<file path="src/wheel_angle_calibrate_check_top_defines.svh">
// Assertion macros shared by the wheel angle checker modules.
// Each expects clk and rst_n in scope.
`ifndef WHEEL_ANGLE_CALIBRATE_CHECK_TOP_DEFINES_SVH
`define WHEEL_ANGLE_CALIBRATE_CHECK_TOP_DEFINES_SVH

// Same-cycle implication
`define WAC_ASSERT_IMPL(lbl, ante, cons, msg) \
  lbl: assert property (@(posedge clk) disable iff (!rst_n) (ante) |-> (cons)) \
    else $error(msg);

// Next-cycle implication
`define WAC_ASSERT_NEXT(lbl, ante, cons, msg) \
  lbl: assert property (@(posedge clk) disable iff (!rst_n) (ante) |=> (cons)) \
    else $error(msg);

`endif

</file>
<file path="src/wac_pkg.sv">
package wac_pkg;

  // Field widths
  localparam int RAW_W  = 16;
  localparam int TS_W   = 64;
  localparam int CDEG_W = 16;
  localparam int MV_W   = 13;
  localparam int ABS_W  = 15;
  localparam int CODE_W = 3;

  // Arithmetic widths
  localparam int DIFF_W    = RAW_W + 1;
  localparam int PROD_W    = 2 * RAW_W;
  localparam int ANG_W     = PROD_W + 2;
  localparam int MVP_W     = RAW_W + MV_W;
  localparam int DIV_CYC   = PROD_W / 2;
  localparam int CNT_W     = $clog2(DIV_CYC);

  // Port widths
  localparam int CFG_IDX_W  = 3;
  localparam int CFG_DATA_W = 16;
  localparam int IN_DATA_W  = 80;
  localparam int OUT_DATA_W = 112;
  localparam int OUT_USER_W = 5;

  localparam logic [RAW_W:0] RAW_FULL = 17'd65535;

  typedef enum logic [CODE_W-1:0] {
    FAULT_NONE        = 3'd0,
    FAULT_NO_ADC      = 3'd1,
    FAULT_SPAN_ZERO   = 3'd2,
    FAULT_RAW_RANGE   = 3'd3,
    FAULT_IMPLAUSIBLE = 3'd4
  } fault_t;

  typedef enum logic [CFG_IDX_W-1:0] {
    REG_CAL_LOW_RAW     = 3'd0,
    REG_CAL_HIGH_RAW    = 3'd1,
    REG_CAL_LOW_CDEG    = 3'd2,
    REG_CAL_HIGH_CDEG   = 3'd3,
    REG_VREF_MV         = 3'd4,
    REG_ABS_LIMIT_CDEG  = 3'd5,
    REG_JUMP_LIMIT_CDEG = 3'd6,
    REG_ADC_PRESENT     = 3'd7
  } reg_idx_t;

  typedef enum logic [2:0] {
    ST_IDLE,
    ST_MUL,
    ST_DIV,
    ST_ANGLE,
    ST_CHECK,
    ST_DONE
  } state_t;

  // Controller to datapath
  typedef struct packed {
    logic load_in;
    logic mul_en;
    logic div_step;
    logic angle_en;
    logic check_en;
    logic out_load;
  } cmd_t;

  // Datapath to controller
  typedef struct packed {
    logic out_free;
    logic out_valid;
  } sts_t;

endpackage

</file>
<file path="src/wac_div.sv">
`include "wheel_angle_calibrate_check_top_defines.svh"

module wac_div (
  input  logic                        clk,
  input  logic                        rst_n,
  input  logic                        load,
  input  logic                        step,
  input  logic [wac_pkg::PROD_W-1:0]  dividend,
  input  logic [wac_pkg::RAW_W-1:0]   divisor,
  output logic [wac_pkg::PROD_W-1:0]  quotient
);
  import wac_pkg::*;

  logic [PROD_W-1:0] quo_r, quo_nxt;
  logic [RAW_W-1:0]  rem_r, rem_nxt;
  logic [RAW_W:0]    r1, r1s, r2, r2s;
  logic              ge1, ge2;

  // Two restoring steps per cycle; quotient bits shift in as dividend shifts out
  always_comb begin
    r1      = {rem_r, quo_r[PROD_W-1]};
    ge1     = r1 >= {1'b0, divisor};
    r1s     = ge1 ? r1 - {1'b0, divisor} : r1;
    r2      = {r1s[RAW_W-1:0], quo_r[PROD_W-2]};
    ge2     = r2 >= {1'b0, divisor};
    r2s     = ge2 ? r2 - {1'b0, divisor} : r2;
    rem_nxt = r2s[RAW_W-1:0];
    quo_nxt = {quo_r[PROD_W-3:0], ge1, ge2};
  end

  always_ff @(posedge clk) begin
    if (load) begin
      quo_r <= dividend;
      rem_r <= '0;
    end else if (step) begin
      quo_r <= quo_nxt;
      rem_r <= rem_nxt;
    end
  end

  assign quotient = quo_r;

  // Remainder stays below a nonzero divisor
  `WAC_ASSERT_NEXT(a_rem_below, step && !load && divisor != '0, rem_r < divisor, "remainder not below divisor")

endmodule

</file>
<file path="src/wac_ctrl.sv">
`include "wheel_angle_calibrate_check_top_defines.svh"

module wac_ctrl (
  input  logic          clk,
  input  logic          rst_n,
  input  logic          in_tvalid,
  output logic          in_tready,
  input  wac_pkg::sts_t sts,
  output wac_pkg::cmd_t cmd
);
  import wac_pkg::*;

  localparam logic [CNT_W-1:0] DIV_LAST = CNT_W'(DIV_CYC - 1);

  state_t           state_r, state_nxt;
  logic [CNT_W-1:0] cnt_r, cnt_nxt;

  always_ff @(posedge clk) begin
    if (!rst_n) begin
      state_r <= ST_IDLE;
      cnt_r   <= '0;
    end else begin
      state_r <= state_nxt;
      cnt_r   <= cnt_nxt;
    end
  end

  // Sequencer: take item, multiply, divide, form angle, check, hand over
  always_comb begin
    state_nxt = state_r;
    cnt_nxt   = cnt_r;
    cmd       = '0;
    in_tready = 1'b0;
    case (state_r)
      ST_IDLE: begin
        in_tready = 1'b1;
        if (in_tvalid) begin
          cmd.load_in = 1'b1;
          state_nxt   = ST_MUL;
        end
      end
      ST_MUL: begin
        cmd.mul_en = 1'b1;
        cnt_nxt    = '0;
        state_nxt  = ST_DIV;
      end
      ST_DIV: begin
        cmd.div_step = 1'b1;
        cnt_nxt      = cnt_r + 1'b1;
        if (cnt_r == DIV_LAST) state_nxt = ST_ANGLE;
      end
      ST_ANGLE: begin
        cmd.angle_en = 1'b1;
        state_nxt    = ST_CHECK;
      end
      ST_CHECK: begin
        cmd.check_en = 1'b1;
        state_nxt    = ST_DONE;
      end
      ST_DONE: begin
        if (sts.out_free) begin
          cmd.out_load = 1'b1;
          state_nxt    = ST_IDLE;
        end
      end
      default: state_nxt = ST_IDLE;
    endcase
  end

  `WAC_ASSERT_NEXT(a_accept_mul, in_tvalid && in_tready, state_r == ST_MUL, "accepted item did not start")
  `WAC_ASSERT_NEXT(a_div_exit, state_r == ST_DIV && cnt_r == DIV_LAST, state_r == ST_ANGLE, "divide overran")
  `WAC_ASSERT_NEXT(a_load_valid, cmd.out_load, sts.out_valid, "result not presented after load")

endmodule

</file>
<file path="src/wac_dp.sv">
`include "wheel_angle_calibrate_check_top_defines.svh"

module wac_dp (
  input  logic                              clk,
  input  logic                              rst_n,
  input  wac_pkg::cmd_t                     cmd,
  output wac_pkg::sts_t                     sts,
  input  logic [wac_pkg::IN_DATA_W-1:0]     in_tdata,
  output logic                              out_tvalid,
  input  logic                              out_tready,
  output logic [wac_pkg::OUT_DATA_W-1:0]    out_tdata,
  output logic [wac_pkg::OUT_USER_W-1:0]    out_tuser,
  input  logic                              cfg_valid,
  output logic                              cfg_ready,
  input  logic [wac_pkg::CFG_IDX_W-1:0]     cfg_index,
  input  logic [wac_pkg::CFG_DATA_W-1:0]    cfg_data
);
  import wac_pkg::*;

  // Configuration registers
  logic [RAW_W-1:0]  cal_low_raw_r, cal_high_raw_r;
  logic [CDEG_W-1:0] cal_low_cdeg_r, cal_high_cdeg_r;
  logic [MV_W-1:0]   vref_mv_r;
  logic [ABS_W-1:0]  abs_limit_r;
  logic [CDEG_W-1:0] jump_limit_r;
  logic              adc_present_r;

  // Running state
  logic [CDEG_W-1:0] last_good_r;
  logic              have_good_r;
  logic [TS_W-1:0]   last_time_r;

  // Item working registers
  logic [RAW_W-1:0]  raw_r;
  logic [TS_W-1:0]   ts_r;
  logic [RAW_W-1:0]  dmag_r, smag_r, span_r;
  logic              neg_r;
  logic [MVP_W-1:0]  mvp_r;
  logic [ANG_W-1:0]  angle_r;
  logic [MV_W-1:0]   mv_r;
  logic              abs_bad_r, jump_bad_r;

  // Output register
  logic                  out_valid_r;
  logic [OUT_DATA_W-1:0] out_data_r;
  logic [OUT_USER_W-1:0] out_user_r;

  logic [RAW_W-1:0]  in_raw;
  logic [DIFF_W-1:0] diff, dspan, dabs, sabs;
  logic [PROD_W-1:0] prod, quotient;
  logic [ANG_W-1:0]  qext, angle_nxt, amag;
  logic [DIFF_W-1:0] jump, jmag;
  logic [RAW_W:0]    mv_sum;
  logic [MV_W-1:0]   mv_hi, mv_nxt;

  logic              res_valid, res_fresh;
  fault_t            res_code;
  logic [CDEG_W-1:0] res_angle;
  logic [RAW_W-1:0]  res_raw;
  logic [MV_W-1:0]   res_mv;
  logic [TS_W-1:0]   res_time;

  assign cfg_ready = 1'b1;

  // Configuration writes
  always_ff @(posedge clk) begin
    if (!rst_n) begin
      cal_low_raw_r   <= 16'd0;
      cal_high_raw_r  <= 16'd65535;
      cal_low_cdeg_r  <= 16'hF060;
      cal_high_cdeg_r <= 16'd4000;
      vref_mv_r       <= 13'd3300;
      abs_limit_r     <= 15'd4000;
      jump_limit_r    <= 16'd500;
      adc_present_r   <= 1'b0;
    end else if (cfg_valid) begin
      case (reg_idx_t'(cfg_index))
        REG_CAL_LOW_RAW:     cal_low_raw_r   <= cfg_data;
        REG_CAL_HIGH_RAW:    cal_high_raw_r  <= cfg_data;
        REG_CAL_LOW_CDEG:    cal_low_cdeg_r  <= cfg_data;
        REG_CAL_HIGH_CDEG:   cal_high_cdeg_r <= cfg_data;
        REG_VREF_MV:         vref_mv_r       <= cfg_data[MV_W-1:0];
        REG_ABS_LIMIT_CDEG:  abs_limit_r     <= cfg_data[ABS_W-1:0];
        REG_JUMP_LIMIT_CDEG: jump_limit_r    <= cfg_data;
        REG_ADC_PRESENT:     adc_present_r   <= cfg_data[0];
        default: ;
      endcase
    end
  end

  // Input stage: offsets and their magnitudes
  assign in_raw = in_tdata[TS_W +: RAW_W];
  assign diff   = {1'b0, in_raw} - {1'b0, cal_low_raw_r};
  assign dspan  = {cal_high_cdeg_r[CDEG_W-1], cal_high_cdeg_r}
                - {cal_low_cdeg_r[CDEG_W-1], cal_low_cdeg_r};
  assign dabs   = diff[DIFF_W-1] ? -diff : diff;
  assign sabs   = dspan[DIFF_W-1] ? -dspan : dspan;

  // Unsigned magnitude product feeds the divider directly
  assign prod = dmag_r * smag_r;

  wac_div u_div (
    .clk      (clk),
    .rst_n    (rst_n),
    .load     (cmd.mul_en),
    .step     (cmd.div_step),
    .dividend (prod),
    .divisor  (span_r),
    .quotient (quotient)
  );

  // Signed angle from truncated quotient
  assign qext      = {2'b00, quotient};
  assign angle_nxt = {{(ANG_W-CDEG_W){cal_low_cdeg_r[CDEG_W-1]}}, cal_low_cdeg_r}
                   + (neg_r ? -qext : qext);

  // Plausibility terms
  assign amag = angle_r[ANG_W-1] ? -angle_r : angle_r;
  assign jump = {angle_r[CDEG_W-1], angle_r[CDEG_W-1:0]}
              - {last_good_r[CDEG_W-1], last_good_r};
  assign jmag = jump[DIFF_W-1] ? -jump : jump;

  // raw*vref/65535: high part plus one correction
  assign mv_hi  = mvp_r[MVP_W-1:RAW_W];
  assign mv_sum = {1'b0, mvp_r[RAW_W-1:0]} + (RAW_W+1)'(mv_hi);
  assign mv_nxt = mv_hi + MV_W'(mv_sum >= RAW_FULL);

  always_ff @(posedge clk) begin
    if (cmd.load_in) begin
      raw_r  <= in_raw;
      ts_r   <= in_tdata[TS_W-1:0];
      span_r <= cal_high_raw_r - cal_low_raw_r;
      smag_r <= sabs[RAW_W-1:0];
      neg_r  <= diff[DIFF_W-1] ^ dspan[DIFF_W-1];
    end
    if (cmd.mul_en) mvp_r <= MVP_W'(raw_r) * MVP_W'(vref_mv_r);
    if (cmd.angle_en) angle_r <= angle_nxt;
    if (cmd.check_en) begin
      abs_bad_r  <= amag > ANG_W'(abs_limit_r);
      jump_bad_r <= (jump_limit_r != '0) && have_good_r
                 && (jmag > {1'b0, jump_limit_r});
      mv_r       <= mv_nxt;
    end
  end

  // dmag_r mirrors the diff magnitude for the product
  always_ff @(posedge clk) begin
    if (cmd.load_in) dmag_r <= dabs[RAW_W-1:0];
  end

  // Fault priority and result fields
  always_comb begin
    res_valid = 1'b0;
    res_fresh = 1'b1;
    res_code  = FAULT_NONE;
    res_angle = last_good_r;
    res_raw   = raw_r;
    res_mv    = mv_r;
    res_time  = ts_r;
    if (!adc_present_r) begin
      res_fresh = 1'b0;
      res_code  = FAULT_NO_ADC;
      res_raw   = '0;
      res_mv    = '0;
      res_time  = last_time_r;
    end else if (raw_r == '0 && cal_low_raw_r != '0) begin
      res_code = FAULT_RAW_RANGE;
    end else if (span_r == '0) begin
      res_code  = FAULT_SPAN_ZERO;
      res_angle = '0;
    end else if (abs_bad_r || jump_bad_r) begin
      res_code = FAULT_IMPLAUSIBLE;
    end else begin
      res_valid = 1'b1;
      res_angle = angle_r[CDEG_W-1:0];
    end
  end

  // Running state update when a result is handed over
  always_ff @(posedge clk) begin
    if (!rst_n) begin
      last_good_r <= '0;
      have_good_r <= 1'b0;
      last_time_r <= '0;
    end else if (cmd.out_load) begin
      if (adc_present_r) last_time_r <= ts_r;
      if (res_valid) begin
        last_good_r <= res_angle;
        have_good_r <= 1'b1;
      end
    end
  end

  // Output register
  always_ff @(posedge clk) begin
    if (!rst_n) begin
      out_valid_r <= 1'b0;
    end else if (cmd.out_load) begin
      out_valid_r <= 1'b1;
    end else if (out_tready) begin
      out_valid_r <= 1'b0;
    end
  end

  always_ff @(posedge clk) begin
    if (cmd.out_load) begin
      out_data_r <= {3'b000, res_time, res_mv, res_raw, res_angle};
      out_user_r <= {res_code, res_fresh, res_valid};
    end
  end

  assign out_tvalid    = out_valid_r;
  assign out_tdata     = out_data_r;
  assign out_tuser     = out_user_r;
  assign sts.out_free  = !out_valid_r || out_tready;
  assign sts.out_valid = out_valid_r;

  `WAC_ASSERT_IMPL(a_valid_clean, out_valid_r && out_user_r[0], out_user_r[4:2] == FAULT_NONE && out_user_r[1], "valid angle with fault")
  `WAC_ASSERT_NEXT(a_good_kept, cmd.out_load && res_valid, have_good_r && last_good_r == $past(res_angle), "good angle not kept")

endmodule

</file>
<file path="src/wheel_angle_calibrate_check_top.sv">
// Wheel angle calibration and plausibility checker. Each input item (timestamp,
// raw 16-bit converter sample) yields one result item: angle in centidegrees by
// two-point linear calibration, fault code, raw echo, voltage in millivolts and
// sample time. An item is multiplied, divided, formed into an angle and checked
// before its result enters the output register and the next item is accepted;
// the divider forms the quotient two bits per cycle. The result waits
// in an output register, so a stalled output delays only the hand-over of the
// following item. Configuration writes are taken every cycle and must only be
// made while no item is in flight.
module wheel_angle_calibrate_check_top (
  input  logic                              clk,
  input  logic                              rst_n,
  input  logic                              in_tvalid,
  output logic                              in_tready,
  // [63:0] sample_ts, [79:64] raw_sample
  input  logic [wac_pkg::IN_DATA_W-1:0]     in_tdata,
  output logic                              out_tvalid,
  input  logic                              out_tready,
  // [15:0] angle_cdeg, [31:16] raw_echo, [44:32] voltage_mv, [108:45] sample_time_us
  output logic [wac_pkg::OUT_DATA_W-1:0]    out_tdata,
  // [0] angle_valid, [1] fresh_flag, [4:2] fault_code
  output logic [wac_pkg::OUT_USER_W-1:0]    out_tuser,
  input  logic                              cfg_valid,
  output logic                              cfg_ready,
  input  logic [wac_pkg::CFG_IDX_W-1:0]     cfg_index,
  input  logic [wac_pkg::CFG_DATA_W-1:0]    cfg_data
);
  import wac_pkg::*;

  cmd_t cmd;
  sts_t sts;

  wac_ctrl u_ctrl (
    .clk       (clk),
    .rst_n     (rst_n),
    .in_tvalid (in_tvalid),
    .in_tready (in_tready),
    .sts       (sts),
    .cmd       (cmd)
  );

  wac_dp u_dp (
    .clk        (clk),
    .rst_n      (rst_n),
    .cmd        (cmd),
    .sts        (sts),
    .in_tdata   (in_tdata),
    .out_tvalid (out_tvalid),
    .out_tready (out_tready),
    .out_tdata  (out_tdata),
    .out_tuser  (out_tuser),
    .cfg_valid  (cfg_valid),
    .cfg_ready  (cfg_ready),
    .cfg_index  (cfg_index),
    .cfg_data   (cfg_data)
  );

endmodule

</file>
<file path="config.mk">
export PLATFORM = sky130hd
export DESIGN_NAME = wheel_angle_calibrate_check_top
export DESIGN_NICKNAME = d
export VERILOG_FILES = /design/src/wac_pkg.sv /design/src/wac_div.sv /design/src/wac_ctrl.sv /design/src/wac_dp.sv /design/src/wheel_angle_calibrate_check_top.sv
export VERILOG_INCLUDE_DIRS = /design/src /design/src/src
export SDC_FILE = /design/constraint.sdc
export NUM_CORES = 2
export LEC_CHECK = 0
export CAP_MARGIN = 5
export CORE_MARGIN = 2
export CORE_UTILIZATION = 40
export DETAILED_ROUTE_END_ITERATION = 12
export DONT_BUFFER_PORTS = 1
export HOLD_SLACK_MARGIN = 0.08
export PLACE_DENSITY = 0.53
export SLEW_MARGIN = 20
export SYNTH_ARGS = -nofsm -noshare
export SYNTH_HDL_FRONTEND = slang
export SYNTH_SLANG_ARGS = --single-unit
</file>
<file path="constraint.sdc">
create_clock -name clk -period 13.85 [get_ports clk]
set_input_delay 2.77 -clock clk [delete_from_list [all_inputs] [get_ports clk]]
set_output_delay 2.77 -clock clk [all_outputs]
set_load 0.02 [all_outputs]
</file>
# Yosys cells after proc, flatten, opt, wreduce, memory -nomap -nowiden
# Cells that the tools add are included.
[word_totals]
ff_bits = 567
out_inout_bits = 120
mem_count = 0
mem_bits_rw = 0
latchBits = 0
rom_bits = 0
[op_classes]
n_reduce_logical = 27
n_eq_ne = 16
addsub = 15
bitwise = 2
div_mod_pow = 0
magnitude_cmp = 5
n_mux = 38
n_shift = 0
multipliers = 2
[ops]
columns = ["op", "count"]
rows = [
  ["16-bit 2-to-1 mux", 8],
  ["34-bit 2-to-1 mux", 2],
  ["32-bit 2-to-1 mux", 2],
  ["64-bit 2-to-1 mux", 1],
  ["16-bit by 16-bit subtractor with 17-bit output", 3],
  ["16-bit subtractor", 3],
  ["34-bit adder", 1],
  ["17-bit by 16-bit >= comparator with 1-bit output", 2],
  ["34-bit by 15-bit > comparator with 1-bit output", 1],
  ["32-bit negator with 34-bit output", 1],
  ["34-bit negator", 1],
  ["16-bit zero test", 2],
  ["16-bit by 16-bit multiplier with 32-bit output", 1],
  ["16-bit negator", 2],
  ["16-bit nonzero test", 2],
  ["16-bit by 13-bit multiplier with 29-bit output", 1],
  ["3-bit equality test (second input constant)", 6],
  ["3-bit case mux with 6 select lines", 1],
  ["2-bit AND reduction", 9],
  ["16-bit by 13-bit adder with 17-bit output", 1],
  ["17-bit by 16-bit >= comparator with 1-bit output (second input constant)", 1],
  ["17-bit by 16-bit > comparator with 1-bit output", 1],
  ["17-bit 2-to-1 mux", 1],
  ["17-bit negator", 1],
  ["other kinds (21)", 51],
]

# Longest topological paths before layout
[logic_depth]
ltp_word = 6
depth_mapped = 25

# Hierarchy
# Synthesis repeated with hierarchy kept, for this count alone.
[hier_totals]
hier_cells = 4736
area_unflattened_um2 = 45880.3
[by_module_without_submodules]
columns = ["mod", "area_per_inst_um2", "cells_per_inst", "instances"]
rows = [
  ["wac_dp", 41258.3, 4266, 1],
  ["wac_div", 4200.3, 415, 1],
  ["wac_ctrl", 421.7, 55, 1],
]

# Worst setup path before layout
# Ideal clock, no wire load.
[synth_timing]
kind = "in2reg"
startpoint = "input out_tready"
endpoint = "register u_dp.last_time_r[54]"
t_arrival_ps = 7105
setup_slack_ps = 6615
path_buffers = 2
cell_stages = 6
cell_sequence = "nand2b_1 nor2b_1 clkbuf_1 clkbuf_1 mux2i_1 nor2b_1"
[synth_lines]
columns = ["element", "line", "rtl"]
rows = [
  ["start, declared", "wheel_angle_calibrate_check_top.sv:18", "input logic out_tready,"],
  ["end signal, assigned", "wac_dp.sv:186", "if (adc_present_r) last_time_r <= ts_r;"],
  ["end, declared", "wac_dp.sv:31", "logic [TS_W-1:0] last_time_r;"],
]

# Worst setup path in the final report
[layout_timing]
startpoint = "register u_dp.smag_r[6]"
endpoint = "register u_dp.u_div.quo_r[27], in the netlist u_dp.u_div.quotient[27] (data pin)"
[layout_via]
elab_chain_len = 2
[layout_lines]
columns = ["element", "line", "rtl"]
rows = [
  ["start, declared", "wac_dp.sv:36", "logic [RAW_W-1:0] dmag_r, smag_r, span_r;"],
  ["start signal, assigned", "wac_dp.sv:133", "smag_r <= sabs[RAW_W-1:0];"],
  ["16-bit by 16-bit multiplier with 32-bit output", "wac_dp.sv:100", "assign prod = dmag_r * smag_r;"],
  ["32-bit 2-to-1 mux", "wac_div.sv:32", "if (load) begin"],
  ["end signal, assigned", "wac_div.sv:33", "quo_r <= dividend;"],
  ["end signal, assigned", "wac_div.sv:36", "quo_r <= quo_nxt;"],
  ["end, declared", "wac_div.sv:14", "logic [PROD_W-1:0] quo_r, quo_nxt;"],
]
# No other way between the ends.
# A chain may end at the register's enable or synchronous reset.

==> run_results.csv <==
group,metric,value,unit
hold_path,hp-class,"flop to flop",
logic_synthesis,synth_edf_count,353,
setup_path,cp-endpoint,"u_dp.u_div.quotient[27]$_DFFE_PP_",
detailed_routing,num_vias,31598,
clock_network,clock_sinks,567,
detailed_routing,post_drt_wl_per_cell,18.8,um
grt,antenna_found_initial,3,
logic_synthesis,synth.yosys.seq_area_share,33.0,%
timing,min_period_over_period,52.4,%
floorplan,io_pins,224,
logic_synthesis,async_flop_share,0,%
setup_path,timing.rr.start,"u_dp.smag_r[6]$_DFFE_PP_",
timing,drv_slew,0,
detailed_routing,final_antenna_net_count,0,
timing,clock.fmax,0.138,GHz
clock_network,htreeDepth,3,
floorplan,placement_rows,123,
logic_synthesis,synth_top_family_by_area,"adder cells",
clock_network,cts_setup_buffers,0,
floorplan,dieArea,0.115,mm^2
detailed_routing,drc,0,
status,status,"finished, final reports clean",
setup_path,worst-r2r-cell-count,22,
grt,grt_pass1_vias,32077,
timing,setup_viol,0,
timing,maxSlewHeadroom,23.5,%
cells_and_area,drive_above_1_share,5.27,%
detailed_routing,drt_first_pass_iters,6,
timing,grt_setup_unrepaired,"no",
clock_network,cts_buffers,68,
logic_synthesis,synthMuxAreaShare,3.73,%
logic_synthesis,synth-seq-cells,567,
logic_synthesis,yosysUniqueCellTypes,96,
cells_and_area,fin_nets,5353,
setup_path,reg2reg_slack,6600,ps
power_and_ir_drop,ir_worst_vdd,0.000612,V
logic_synthesis,synthFlopType,"edfxtp_1",
cells_and_area,fillCellCount,10961,
grt,grt_max_degree,199,
logic_synthesis,synth_xor_area_share,5.14,%
timing,worst_slew_pin_slew,1150,ps
logic_synthesis,synth_top_cell_area_share,23.5,%
clock_network,cts_tree,"built",
clock_network,ctsRootBufferMaster,"clkbuf_16",
setup_path,crit_type,"flop to flop",
setup_path,cp_max_fo,16,
run,drv_cap,0,
logic_synthesis,netlist_instances,4600,
clock_network,cts.clk_slew.worst_paths,60,ps
setup_path,worstPathArrival,7600,ps
timing,hold_viol,0,
power_and_ir_drop,p_leak,20.4,nW
placed_design,routabilityCongestion,0.833,
detailed_routing,wirelength,115000,um
power_and_ir_drop,power_per_cell_area,253,mW/mm^2
logic_synthesis,synth-adder-area-share,25.8,%
floorplan,start_util,40.2,%
placed_design,placedCellCount,5965,
logic_synthesis,synth_area_leader_cell,"edfxtp_1",
placed_design,post-dp-hpwl,86600,um
setup_path,cp.required,14200,ps
grt,grtUsageTotal,20.1,%
setup_path,startpoint,"u_dp.smag_r[6]$_DFFE_PP_",
logic_synthesis,synth_compound_area_share,10.2,%
logic_synthesis,avgSynthCellArea,9.79,um^2
grt,grt_pass1_wl,183000,um
setup_path,startpoint_type,"flop",
cells_and_area,post_layout_nonfiller_instances,6093,
clock_network,clk_latency,650,ps
grt,grt_overflow,0,
logic_synthesis,synth_most_common_cell,"nand2_1",
logic_synthesis,synthTopCellsByArea,"edfxtp_1 24%, fa_1 16%, ha_1 9.9%",
logic_synthesis,synth_common_cells,"638 x nand2_1, 565 x inv_1, 358 x ha_1, 356 x fa_1, 353 x edfxtp_1",
floorplan,core_area,0.112,mm^2
setup_path,end_kind,"flop",
clock_network,clockBufferDepth,3,
clock_network,cts_hold_buf,0,
timing,setup-tns-final,0,ps
timing,min_period,7250,ps
setup_path,worstReg2RegEnd,"u_dp.u_div.quotient[27]$_DFFE_PP_",
timing,finClkSkew,43.2,ps
placed_design,port_buffers,0,
clock_network,cts_resized,0,
logic_synthesis,yosysWarnings,0,
logic_synthesis,synth-simple-area-share,16.0,%
logic_synthesis,synth_area,0.0450,mm^2
floorplan,dieWidth,340,um
floorplan,die_y,340,um
cells_and_area,syn2layout_area_growth,8.40,%
detailed_routing,drt_iter0_drc,2006,
detailed_routing,viasPerCell,5.19,
-- routing by layer --
layer  GRT usage [%]  part of all wire, %
met5               0                0.031
met4            4.80                  1.8
met3            3.55                  5.3
met2            32.4                   45
met1            28.0                   47
-- state kept, by name (all words and copies together), names as in the netlist, 4 cells and up --
name	flops
u_dp.raw_r	16
u_dp.ts_r	64
u_ctrl.cnt_r	4
u_dp.out_tdata	109
u_dp.smag_r	16
u_dp.vref_mv_r	13
u_dp.cal_high_cdeg_r	16
u_dp.mv_r	13
u_dp.cal_high_raw_r	16
u_dp.dmag_r	16
u_dp.jump_limit_r	16
u_dp.angle_r	34
u_dp.abs_limit_r	15
u_dp.out_tuser	5
u_dp.cal_low_raw_r	16
u_dp.u_div.quotient	32
u_dp.span_r	16
u_dp.last_time_r	64
u_dp.last_good_r	16
u_dp.u_div.rem_r	16
u_dp.mvp_r	29
u_dp.cal_low_cdeg_r	16
-- where the power goes --
part | leakage, nW | switching [mW] | internal [mW]
clock network | 1.12 | 0.755 | 1.08
logic | 14.1 | 4.85 | 3.41
registers | 5.16 | 0.199 | 2.07
-- per-stage QoR --
step	hold WS, ps	utilization [%]	power (mW)	area, um^2	setup WS (ps)
2_1_floorplan	406	-	8.47	45100	6610
3_3_place_gp	451	41.5	10.6	46500	6800
3_5_place_dp	454	41.5	10.6	46500	6700
4_1_cts	464	43.6	12.5	48800	6650
5_1_grt	488	43.6	13.7	48800	6150
6_report	464	43.6	12.4	48800	6600
-- critical path, cell delays in order, from the launching register on --
cell	delay [ps]
edfxtp_1	650
and2_1	290
fa_1	530
inv_1	60
fa_1	500
fa_1	530
inv_1	50
fa_1	460
fa_1	540
inv_1	60
fa_1	520
inv_1	40
ha_1	360
and4_1	210
o21ai_0	90
o211ai_1	160
a211oi_1	470
a21oi_1	200
a2111oi_0	620
o31ai_1	140
a21oi_1	200
xor2_1	180
o21ai_1	70
-- logic make-up after synthesis --
kind of cell	count (synthesis)
flip-flops	567
multiplexers	158
buffers and inverters	730
XOR/XNOR	263
other	2
AO/OA/AOI/OAI	690
adder cells (fa/ha/maj)	714
AND/OR/NAND/NOR	1476
-- placed cells by master, fill, tap and decap left out, types with 31 or more instances in the layout --
cell,Yosys,final
o21ai_1,63,62
a21boi_0,62,62
xnor2_1,188,188
nand4_1,32,32
mux2i_1,80,80
nand2b_1,33,33
fa_1,356,356
a21o_1,56,56
nor4_1,31,31
a21oi_1,157,157
ha_1,358,358
nor2b_1,101,100
o21ai_0,80,80
dfxtp_1,214,213
nand3_1,76,76
mux2_2,71,71
nor3_1,42,40
edfxtp_1,353,353
xor2_1,74,74
inv_1,565,564
and2_1,261,260
nor2_1,169,168
clkbuf_16,0,72
nand2_1,638,638
o21a_1,32,32
-- layout make-up --
cell class,count,area (um^2),area share (%)
Multi-Input combinational cell,3305,27400,56.2
Sequential cell,567,14900,30.5
Inverter,565,2120,4.34
Clock buffer,90,1930,3.95
Tap cell,1500,1880,3.84
Clock inverter,34,363,0.743
Timing Repair Buffer,28,210,0.430
Antenna cell,4,10.0,0.0205
-- worst min-delay path by stage --
stage | from | to | slack [ps] | cells after the start
floorplan | u_dp.adc_present_r$_SDFFE_PN0P_ | u_dp.out_tuser[1]$_DFFE_PP_ | 410 | 0
global placement | u_dp.abs_limit_r[2]$_SDFFE_PN0P_ | u_dp.abs_limit_r[2]$_SDFFE_PN0P_ | 450 | 2
detailed placement | u_dp.cal_high_cdeg_r[6]$_SDFFE_PN0P_ | u_dp.cal_high_cdeg_r[6]$_SDFFE_PN0P_ | 450 | 2
CTS | u_dp.cal_high_cdeg_r[6]$_SDFFE_PN0P_ | u_dp.cal_high_cdeg_r[6]$_SDFFE_PN0P_ | 460 | 2
global route | u_dp.abs_limit_r[6]$_SDFFE_PN0P_ | u_dp.abs_limit_r[6]$_SDFFE_PN0P_ | 490 | 2
finish | u_dp.cal_high_cdeg_r[6]$_SDFFE_PN0P_ | u_dp.cal_high_cdeg_r[6]$_SDFFE_PN0P_ | 460 | 2
Power figures use the tool's default switching activity.
